[config.mk]
export PLATFORM = sky130hd
export DESIGN_NAME = urif_ctrl_flat
export DESIGN_NICKNAME = d
export VERILOG_FILES = /design/src/sv/urif_pkg.sv /design/src/sv/urif_chan_if.sv /design/src/sv/urif_ctrl.sv /design/src/flat_wrapper.sv
export VERILOG_INCLUDE_DIRS = /design/src /design/src/sv
export SDC_FILE = /design/constraint.sdc
export NUM_CORES = 1
export LEC_CHECK = 0
export ABC_AREA = 1
export CORE_AREA = 2 2 81 75
export CTS_CLUSTER_SIZE = 14
export DETAILED_ROUTE_END_ITERATION = 16
export DIE_AREA = 0 0 83 77
export DONT_BUFFER_PORTS = 1
export PLACE_DENSITY = 0.72
export RECOVER_POWER = 50
export SLEW_MARGIN = 10
export SYNTH_ARGS = -nofsm -noshare
export SYNTH_HDL_FRONTEND = slang
export SYNTH_SLANG_ARGS = --single-unit
[constraint.sdc]
create_clock -name clk -period 1.9 [get_ports clk]
set_clock_uncertainty 0.2 [all_clocks]
set_input_delay 0.095 -clock clk [delete_from_list [all_inputs] [get_ports clk]]
set_output_delay 0.095 -clock clk [all_outputs]
set_load 0.02 [all_outputs]
[src/sv/uart_rx_ring_idle_framer_defines.svh]
// assertion macros shared by the receive framer rtl
// no dependencies; clk and arst_n must exist in the module that uses them
`ifndef UART_RX_RING_IDLE_FRAMER_DEFINES_SVH
`define UART_RX_RING_IDLE_FRAMER_DEFINES_SVH
`ifndef ASSERT_OFF
`define URIF_ASSERT(lbl, prop) \
	lbl: assert property (@(posedge clk) disable iff (!arst_n) prop) \
		else $error("urif assertion failed");
`define URIF_ASSERT_NOW(lbl, expr) \
	lbl: assert property (@(posedge clk) disable iff (!arst_n) (expr)) \
		else $error("urif invariant broken");
`else
`define URIF_ASSERT(lbl, prop)
`define URIF_ASSERT_NOW(lbl, expr)
`endif
`endif

[src/sv/urif_pkg.sv]
// types, constants and helpers for the receive ring framer
// no dependencies
package urif_pkg;

	localparam int unsigned BUFFER_DEPTH = 1024;
	localparam int unsigned PTR_W = $clog2(BUFFER_DEPTH);
	localparam int unsigned CFG_IDX_W = 1;

	typedef logic [PTR_W-1:0] ptr_t;

	// item operation codes
	typedef enum logic [1:0] {
		FUNC_BYTE = 2'd0,
		FUNC_TICK = 2'd1,
		FUNC_READ = 2'd2,
		FUNC_NOP  = 2'd3
	} func_t;

	// configuration register indexes
	localparam logic [CFG_IDX_W-1:0] CFG_IDLE_TIMEOUT = 1'b0;
	localparam logic [CFG_IDX_W-1:0] CFG_HOLD_OLD     = 1'b1;

	localparam logic [7:0] IDLE_TIMEOUT_RESET = 8'd50;

	typedef struct packed {
		logic [7:0] idle_timeout_ticks;
		logic       hold_old_data;
	} cfg_t;

	typedef struct packed {
		logic       we;
		ptr_t       waddr;
		logic [7:0] wdata;
		logic       re;
		ptr_t       raddr;
	} mem_req_t;

	typedef struct packed {
		logic       accepted;
		logic       frame_ready;
		logic [7:0] read_byte;
		logic       read_valid;
		logic       read_last;
		logic       is_empty;
		logic       is_full;
		logic       is_locked;
	} res_t;

	// ring pointer step with wrap at the buffer end
	function automatic ptr_t ptr_advance(input ptr_t p);
		return (p == ptr_t'(BUFFER_DEPTH - 1)) ? '0 : p + ptr_t'(1);
	endfunction

endpackage

[src/sv/urif_chan_if.sv]
// handshake channels of the receive ring framer: item, result and config
// depends on urif_pkg for the config index width
interface urif_item_if;
	logic       valid;
	logic       ready;
	logic [1:0] func;
	logic [7:0] rx_byte;
	modport source (output valid, func, rx_byte, input ready);
	modport sink (input valid, func, rx_byte, output ready);
endinterface

interface urif_result_if;
	logic       valid;
	logic       ready;
	logic       accepted;
	logic       frame_ready;
	logic [7:0] read_byte;
	logic       read_valid;
	logic       read_last;
	logic       is_empty;
	logic       is_full;
	logic       is_locked;
	modport source (output valid, accepted, frame_ready, read_byte, read_valid, read_last,
		is_empty, is_full, is_locked, input ready);
	modport sink (input valid, accepted, frame_ready, read_byte, read_valid, read_last,
		is_empty, is_full, is_locked, output ready);
endinterface


[src/sv/urif_ctrl.sv]
// ring pointers, status flags, idle countdown and result register
// depends on urif_pkg, urif_chan_if and the assertion macro header
`include "uart_rx_ring_idle_framer_defines.svh"

module urif_ctrl (
	input  logic                clk,
	input  logic                arst_n,
	urif_item_if.sink           item,
	urif_result_if.source       result,
	input  urif_pkg::cfg_t      cfg,
	output urif_pkg::mem_req_t  mem_req,
	input  logic [7:0]          mem_rdata
);

	typedef enum logic [1:0] {
		S_IDLE = 2'b01,
		S_READ = 2'b10
	} state_t;

	state_t            state_q;
	urif_pkg::ptr_t    wr_ptr_q, rd_ptr_q, wr_ptr_n, rd_ptr_n;
	logic              empty_q, full_q, locked_q, ready_q;
	logic              empty_n, full_n, locked_n, ready_n;
	logic [7:0]        cnt_q, cnt_n;
	logic              out_valid_q;
	urif_pkg::res_t    res_q, res_n;
	urif_pkg::func_t   func;
	logic              accept;

	assign func   = urif_pkg::func_t'(item.func);
	assign accept = item.valid && item.ready;

	// one item in flight; a read waits in S_READ for the ram
	assign item.ready = (state_q == S_IDLE) && (!out_valid_q || result.ready);

	// next state of the ring for the item on the input
	always_comb begin
		wr_ptr_n = wr_ptr_q;
		rd_ptr_n = rd_ptr_q;
		empty_n  = empty_q;
		full_n   = full_q;
		locked_n = locked_q;
		ready_n  = ready_q;
		cnt_n    = cnt_q;
		res_n    = '0;
		mem_req  = '0;
		mem_req.waddr = wr_ptr_q;
		mem_req.wdata = item.rx_byte;
		mem_req.raddr = rd_ptr_q;
		case (func)
			urif_pkg::FUNC_BYTE: begin
				cnt_n = cfg.idle_timeout_ticks;
				if (locked_q) begin
					// rejected byte ends the frame
					cnt_n   = '0;
					ready_n = 1'b1;
				end else begin
					mem_req.we      = accept;
					wr_ptr_n        = urif_pkg::ptr_advance(wr_ptr_q);
					res_n.accepted  = 1'b1;
					if (empty_q) begin
						empty_n = 1'b0;
					end else if (full_q) begin
						rd_ptr_n = wr_ptr_n;
					end else if (wr_ptr_n == rd_ptr_q) begin
						if (cfg.hold_old_data) begin
							locked_n = 1'b1;
						end else begin
							full_n = 1'b1;
						end
					end
				end
			end
			urif_pkg::FUNC_TICK: begin
				if (cnt_q != '0) begin
					cnt_n = cnt_q - 8'd1;
					if (cnt_q == 8'd1) begin
						ready_n = 1'b1;
					end
				end
			end
			urif_pkg::FUNC_READ: begin
				ready_n = 1'b0;
				if (!empty_q) begin
					mem_req.re       = accept;
					res_n.read_valid = 1'b1;
					rd_ptr_n         = urif_pkg::ptr_advance(rd_ptr_q);
					if (rd_ptr_n == wr_ptr_q) begin
						empty_n         = 1'b1;
						res_n.read_last = 1'b1;
					end
				end
				full_n   = 1'b0;
				locked_n = 1'b0;
			end
			default: begin
			end
		endcase
		res_n.frame_ready = ready_n;
		res_n.is_empty    = empty_n;
		res_n.is_full     = full_n;
		res_n.is_locked   = locked_n;
	end

	// ring state registers
	always_ff @(posedge clk or negedge arst_n) begin
		if (!arst_n) begin
			wr_ptr_q <= '0;
			rd_ptr_q <= '0;
			empty_q  <= 1'b1;
			full_q   <= 1'b0;
			locked_q <= 1'b0;
			ready_q  <= 1'b0;
			cnt_q    <= '0;
		end else if (accept) begin
			wr_ptr_q <= wr_ptr_n;
			rd_ptr_q <= rd_ptr_n;
			empty_q  <= empty_n;
			full_q   <= full_n;
			locked_q <= locked_n;
			ready_q  <= ready_n;
			cnt_q    <= cnt_n;
		end
	end

	// sequencer: a read waits in S_READ for ram data
	always_ff @(posedge clk or negedge arst_n) begin
		if (!arst_n) begin
			state_q <= S_IDLE;
		end else begin
			unique case (state_q)
				S_IDLE: begin
					if (accept && func == urif_pkg::FUNC_READ) begin
						state_q <= S_READ;
					end
				end
				S_READ: begin
					state_q <= S_IDLE;
				end
				default: begin
					state_q <= S_IDLE;
				end
			endcase
		end
	end

	// result beat valid
	always_ff @(posedge clk or negedge arst_n) begin
		if (!arst_n) begin
			out_valid_q <= 1'b0;
		end else if (accept && func != urif_pkg::FUNC_READ) begin
			out_valid_q <= 1'b1;
		end else if (state_q == S_READ) begin
			out_valid_q <= 1'b1;
		end else if (result.ready) begin
			out_valid_q <= 1'b0;
		end
	end

	// result payload; read data merged in once the ram returns it
	always_ff @(posedge clk) begin
		if (accept) begin
			res_q <= res_n;
		end else if (state_q == S_READ) begin
			res_q.read_byte <= res_q.read_valid ? mem_rdata : 8'd0;
		end
	end

	assign result.valid       = out_valid_q;
	assign result.accepted    = res_q.accepted;
	assign result.frame_ready = res_q.frame_ready;
	assign result.read_byte   = res_q.read_byte;
	assign result.read_valid  = res_q.read_valid;
	assign result.read_last   = res_q.read_last;
	assign result.is_empty    = res_q.is_empty;
	assign result.is_full     = res_q.is_full;
	assign result.is_locked   = res_q.is_locked;

	`URIF_ASSERT_NOW(a_full_locked_excl, !(full_q && locked_q))
	`URIF_ASSERT_NOW(a_empty_ptrs_equal, !empty_q || (rd_ptr_q == wr_ptr_q))
	`URIF_ASSERT(a_read_slot_free, (state_q == S_READ) |-> !out_valid_q)
	`URIF_ASSERT(a_read_gives_beat, (accept && func == urif_pkg::FUNC_READ) |=> ##1 out_valid_q)
	`URIF_ASSERT_NOW(a_write_only_on_byte, !mem_req.we || (accept && func == urif_pkg::FUNC_BYTE))

endmodule

[src/flat_wrapper.sv]
// flat-port wrapper written by rule: the top's interface ports become plain ports
module urif_ctrl_flat 
  (clk, arst_n, cfg, mem_req, mem_rdata, item_valid, item_func, item_rx_byte, item_ready, result_valid, result_accepted, result_frame_ready, result_read_byte, result_read_valid, result_read_last, result_is_empty, result_is_full, result_is_locked, result_ready);
  urif_item_if item_i ();
  urif_result_if result_i ();
  input  logic clk;
  input  logic arst_n;
  input  urif_pkg::cfg_t cfg;
  output urif_pkg::mem_req_t mem_req;
  input  logic [7:0] mem_rdata;
  input wire logic [$bits(item_i.valid)-1:0] item_valid;
  input wire logic [$bits(item_i.func)-1:0] item_func;
  input wire logic [$bits(item_i.rx_byte)-1:0] item_rx_byte;
  output wire logic [$bits(item_i.ready)-1:0] item_ready;
  output wire logic [$bits(result_i.valid)-1:0] result_valid;
  output wire logic [$bits(result_i.accepted)-1:0] result_accepted;
  output wire logic [$bits(result_i.frame_ready)-1:0] result_frame_ready;
  output wire logic [$bits(result_i.read_byte)-1:0] result_read_byte;
  output wire logic [$bits(result_i.read_valid)-1:0] result_read_valid;
  output wire logic [$bits(result_i.read_last)-1:0] result_read_last;
  output wire logic [$bits(result_i.is_empty)-1:0] result_is_empty;
  output wire logic [$bits(result_i.is_full)-1:0] result_is_full;
  output wire logic [$bits(result_i.is_locked)-1:0] result_is_locked;
  input wire logic [$bits(result_i.ready)-1:0] result_ready;
  assign item_i.valid = item_valid;
  assign item_i.func = item_func;
  assign item_i.rx_byte = item_rx_byte;
  assign item_ready = item_i.ready;
  assign result_valid = result_i.valid;
  assign result_accepted = result_i.accepted;
  assign result_frame_ready = result_i.frame_ready;
  assign result_read_byte = result_i.read_byte;
  assign result_read_valid = result_i.read_valid;
  assign result_read_last = result_i.read_last;
  assign result_is_empty = result_i.is_empty;
  assign result_is_full = result_i.is_full;
  assign result_is_locked = result_i.is_locked;
  assign result_i.ready = result_ready;
  urif_ctrl u_core (.clk(clk), .arst_n(arst_n), .item(item_i), .result(result_i), .cfg(cfg), .mem_req(mem_req), .mem_rdata(mem_rdata));
endmodule
* After elaboration in Yosys (flattened, before gate mapping) *
Cells that the tools add are included.

word-level totals
  memories kept = 0
  ROM bits = 0
  bits in latches = 0
  RAM bits = 0
  bits in registers = 50
  logic and storage cells = 95
  output and inout bits = 47

operators by class
  divide/modulo/power cells = 0
  muxes and demuxes = 42
  order comparisons = 0
  shift-type cells = 0
  equal/unequal tests = 16
  multiply operators = 0
  reduce and logical (&&, ||, !) cells = 15
  add/sub/neg operators = 3
  bitwise gates (word level) = 2

operators with widths
  operator                                                                 count
  10-bit 2-to-1 mux                                                        6
  1-bit 2-to-1 mux                                                         24
  8-bit 2-to-1 mux                                                         3
  10-bit by 1-bit adder with 10-bit output, second input constant          2
  10-bit == test                                                           2
  10-bit == test, second input constant                                    2
  10-bit case mux with 2 select lines                                      1
  8-bit case mux with 2 select lines                                       1
  2-bit inequality test, second input constant                             5
  8-bit by 1-bit == test with 1-bit output, second input constant          1
  8-bit nonzero test                                                       1
  8-bit by 1-bit subtractor with 8-bit output, second input constant       1
  2-bit 2-to-1 mux                                                         3
  1-bit case mux with 2 select lines                                       3
  3-bit AND reduction                                                      2
  6-bit AND reduction                                                      1
  2-bit by 1-bit == test with 1-bit output, second input constant          2
  2-bit == test, second input constant                                     2
  1-bit logical AND                                                        4
  2-bit by 1-bit inequality test with 1-bit output, second input constant  2
  2-bit nonzero test                                                       2
  1-bit case mux with 3 select lines                                       1
  3-bit nonzero test                                                       1
  2-bit logical NOT                                                        1
  4 further kinds                                                          5

* Logic depth before layout (Yosys ltp) *
  depth after elaboration = 8
  depth in mapped cells = 13
  gate-level depth less buffers = 12

* Worst setup path before layout *
No wires, ideal clock.

  path type = reg2reg
  from = register u_core.state_q[0]
  to = register u_core.cnt_q[6]
  data arrival time = 1.787 ns
  required time = 1.569 ns
  cell stages (with the launch flop) = 8
  period minus slack after synthesis = 2.117 ns
  path buffers = 0
  path slack = -0.217 ns
  path through = dfstp_2 -> inv_1 -> nor3_2 -> nand2_1 -> nor2_2 -> clkinv_1 -> a31oi_1 -> a22oi_1

on the way
  word-level cells in the longest chain between the ends = 4

RTL lines
  element                                   line                text
  start, declared                           urif_ctrl.sv:20     state_t state_q;
  start signal, assigned                    urif_ctrl.sv:129    state_q <= S_IDLE;
  start signal, assigned                    urif_ctrl.sv:134    state_q <= S_READ;
  start signal, assigned                    urif_ctrl.sv:138    state_q <= S_IDLE;
  2-bit by 1-bit == test with 1-bit output  urif_ctrl.sv:34     assign item.ready = (state_q == S_IDLE) && (!out_valid_q || result.ready);
  1-bit logical AND                         urif_ctrl.sv:34
  via item_ready                            flat_wrapper.sv:14  output wire logic [$bits(item_i.ready)-1:0] item_ready;
  1-bit logical AND                         urif_ctrl.sv:31     assign accept = item.valid && item.ready;
  3-bit AND reduction (no line)             -
  end signal, assigned                      urif_ctrl.sv:122    cnt_q <= cnt_n;
  end, declared                             urif_ctrl.sv:24     logic [7:0] cnt_q, cnt_n;

The timed path passes the listed nets, and every way through them passes these cells.
A chain may end at the register's enable or synchronous reset.

* Final worst setup path *
  from = register u_core.wr_ptr_q[1]
  to = register u_core.res_q (netlist bit u_core.result.is_full) (data pin)

on the way
  word-level cells in the longest chain between the ends = 8
  elaborated cells on any way between the ends = 9
  classes of those cells = add/sub (1); eq/ne (2); mux (6)

RTL lines
  element                                                                     line              text
  start, declared                                                             urif_ctrl.sv:21   urif_pkg::ptr_t wr_ptr_q, rd_ptr_q, wr_ptr_n, rd_ptr_n;
  start signal, assigned                                                      urif_ctrl.sv:116  wr_ptr_q <= wr_ptr_n;
  10-bit by 1-bit adder with 10-bit output or 10-bit == test (tied branches)  urif_pkg.sv:51    return (p == ptr_t'(BUFFER_DEPTH - 1)) ? '0 : p + ptr_t'(1);
  10-bit 2-to-1 mux (*)                                                       urif_pkg.sv:51
  10-bit == test (*)                                                          urif_ctrl.sv:65   end else if (wr_ptr_n == rd_ptr_q) begin
  1-bit 2-to-1 mux (*)                                                        urif_ctrl.sv:65
  1-bit 2-to-1 mux (*)                                                        urif_ctrl.sv:63   end else if (full_q) begin
  1-bit 2-to-1 mux (*)                                                        urif_ctrl.sv:61   if (empty_q) begin
  1-bit 2-to-1 mux (*)                                                        urif_ctrl.sv:53   if (locked_q) begin
  1-bit case mux with 2 select lines (*)                                      urif_ctrl.sv:50   case (func)
  via u_core.full_n                                                           urif_ctrl.sv:23   logic empty_n, full_n, locked_n, ready_n;
  end signal, assigned                                                        urif_ctrl.sv:163  res_q <= res_n;
  end, declared                                                               urif_ctrl.sv:26   urif_pkg::res_t res_q, res_n;

The timed path passes the listed nets; every way through them passes the cells marked *.

==> results.md <==
* Status: finished, violations left
* Failing checks: setup timing
* DP Area at 3522 um2
* Slew @ Worst Pin at 0.9090 ns
* Register Area at 1256 um2
* Global-route wire length before repair at 14.50 mm
* Crit. End Element: flip-flop
* Area of the multi-input gates at 1750 um2
* Final hold slack at 0.03740 ns
* Vias in the first global route at 3032
* Port Buffer Count at 0
* Die height at 77 um
* RePlAce Congestion at 0.9037
* Number of DRC markers in iteration 0 at 233
* Post-synth EDFFs at 7
* Top_reg_cell synth: dfrtp_1
* Initial antenna violation count at 0
* Mapped Avg Cell Area at 7.368 um2
* Worst Path Required at 1.87 ns
* YS warnings at 0
* Slew Viols, Final at 0
* Synth area leaders: dfrtp_1 27%, nand2_1 12%, edfxtp_1 6.8%
* Final min period at 2.123 ns
* Synth cell types at 39
* Clk_lat worst skew at 0.32 ns
* Total gr overflow at 0
* # nets final at 552
* Area grow syn2layout at 40.06%
* Row cnt at 26
* Mapped Nets at 456
* Leak at 2.005 nW
* DR pass1 iterations at 6
* Die area at 6391 um2
* Clock sinks at 50
* Hold Path Stages at 3
* Clk root buf: clkbuf_8
* Largest net degree at the start of global routing at 36
* Setup violators final at 20
* Synth top area share at 0.2662
* Fillers at 400
* Unrepaired setup endpoints after global routing: yes
* Critical path type: flip-flop to flip-flop
* Reg2Reg Setup Slack at -0.22 ns
* Chip Width at 83 um
* Arrival time worst endpoint at 2.10 ns
* Hold Fails Final Rpt at 0
* CTS buffer count at 5
* Initial Utilization at 0.5576
* Post-synthesis cell area at 3102 um2
* Clock transition at the registers of the reported paths at 0.10 ns
* Startpoint types: flip-flop
* Inserted Diodes at 0
* Setup TNS at -1.685 ns
* Placement Setup Slack at -0.2559 ns
* Reg2reg start: u_core.wr_ptr_q[1]$_DFFE_PN0P_
* Core Region at 5563 um2
* Hold Crit Class: input pin to flip-flop
* Final worst slack at -0.2228 ns
* CP max FO at 7
* Util after Layout at 0.7809
* Syn Inst Count at 421
* Via count at 3292
* Synth area leader: dfrtp_1
* Fin crit share at 1.117
* IO Pins at 78
* Min-delay src: item_func[0]
* Reg2reg end: u_core.result.is_full$_DFFE_PP_
* Worst R2R Path Depth at 11
* Htree depth at 2
* Routed WL at 9.509 mm
* Max capacitance violation total at 0
* CTS tree: built
* Power per cell area at 1112 nW/um2
* Post-route ant nets at 0
* Via/cell ratio at 5.599
* Total Routing Usage GR at 0.2835
* Final cell count without fillers at 588
* Fin area at 4344 um2
* F_max at 0.4711 GHz
* Sequential fraction of the synthesis area at 0.4026
* Max clock buf depth at 2
* Power Total at 4.831 mW
* WL/cell at 16.17 um
* Dpl hpwl at 6.099 mm
* Max VDD drop at 0.0008417 V
* DRC violations left at 0
* Worst Hold End: u_core.result.is_locked$_DFFE_PP_
* Yosys reg bits at 50
* Async S/R FF share, synth at 0.7000
* Placed cell count at 526
* Rel. slew slack at 0.3940
* Share of cells above drive strength 1 at 0.3089
## sequential cells by signal, summed over array words and instances, names as in the netlist, 2 cells and up
| signal | count |
|---|---|
| u_core.wr_ptr_q | 10 |
| u_core.cnt_q | 8 |
| u_core.rd_ptr_q | 10 |
| u_core.result.read_byte | 8 |
| u_core.state_q | 2 |
## layer usage
| metal | GRT usage | wire, um |
|---|---|---|
| met5 | 0 | 0 |
| met3 | 0.04736 | 778 |
| met1 | 0.3864 | 3992 |
| met2 | 0.4565 | 4535 |
| met4 | 0.1049 | 204 |
## final cells by class
type | count | share of cell area
Clock inverter | 3 | 0.004896
Inverter | 49 | 0.04637
Clock buffer | 5 | 0.01584
Multi-Input combinational cell | 301 | 0.4029
Sequential cell | 50 | 0.2892
Timing Repair Buffer | 110 | 0.2206
Tap cell | 70 | 0.02016
## cells by family after synthesis
kind of cell               synth area share
and+or+nand+nor                      0.3005
AOI/OAI and AO/OA                    0.1388
buffers and inverters                0.1053
DFF                                  0.4026
xor gates and xnor gates            0.03671
adders and majority gates           0.01614
## power by group
part           switching (mW)  leakage, nW  internal (mW)
registers               0.253        0.569           1.30
logic                    1.45         1.39           1.18
clock network           0.393       0.0441          0.260
## synthesized netlist by cell type (all sizes together) (5+ instances only)
cell      n
nor2     42
nand2   107
dfxtp     8
edfxtp    7
buf      16
o21ai    43
dfrtp    33
xor2      8
xnor2     5
clkbuf    5
inv      48
nand3    43
nand4     9
a21oi    21
## critical path, cell delays in order, from the launching register on
cell	delay, ns
dfrtp_2	0.43
ha_4	0.20
nand3_4	0.08
inv_4	0.09
nand3b_4	0.15
nand3_2	0.13
nand2_2	0.06
nor2_2	0.09
nand2_1	0.09
nor2_2	0.13
nand4_1	0.13
a21oi_2	0.19
## cells in the final DEF, fill, tap and decap left out, types with 5 or more instances in the layout
cell type and n:
buf_4 67, a21oi_1 18, dfxtp_1 8, nand2_2 8, dfrtp_2 6, dlygate4sd3_1 29
buf_6 10, clkbuf_8 5, nand4_1 8, nor2_2 11, o21ai_1 16, nand2_4 5
nor2_1 26, inv_2 8, edfxtp_1 7, dfrtp_1 27, xor2_1 8, nand3_2 6
o21ai_0 25, nand2_1 94, inv_1 38, nor2_4 5, nand3_1 36
## how the worst max path moves through the flow
stage                                   startpoint                         endpoint  cells after the start  slack, ns
CTS                 u_core.wr_ptr_q[1]$_DFFE_PN0P_  u_core.result.is_full$_DFFE_PP_                     12      -0.23
global route        u_core.wr_ptr_q[3]$_DFFE_PN0P_  u_core.result.is_full$_DFFE_PP_                     10      -0.36
floorplan            u_core.state_q[0]$_DFFE_PN1P_      u_core.cnt_q[6]$_DFFE_PN0P_                      7      -0.04
global placement    u_core.wr_ptr_q[1]$_DFFE_PN0P_  u_core.result.is_full$_DFFE_PP_                     11      -0.22
finish              u_core.wr_ptr_q[1]$_DFFE_PN0P_  u_core.result.is_full$_DFFE_PP_                     11      -0.22
detailed placement  u_core.wr_ptr_q[1]$_DFFE_PN0P_  u_core.result.is_full$_DFFE_PP_                     12      -0.26
## what timing repair did
item / in CTS / in global routing
resized for setup: 19 / 71
endpoints found under the hold margin: 68 / 0
setup endpoints to repair: 11 / 33
pin swaps: 12 / 21
hold buffers: 32 / 0
buffers inserted: 9 / 13
gates cloned: 1 / 2
Power figures use the tool's default switching activity.
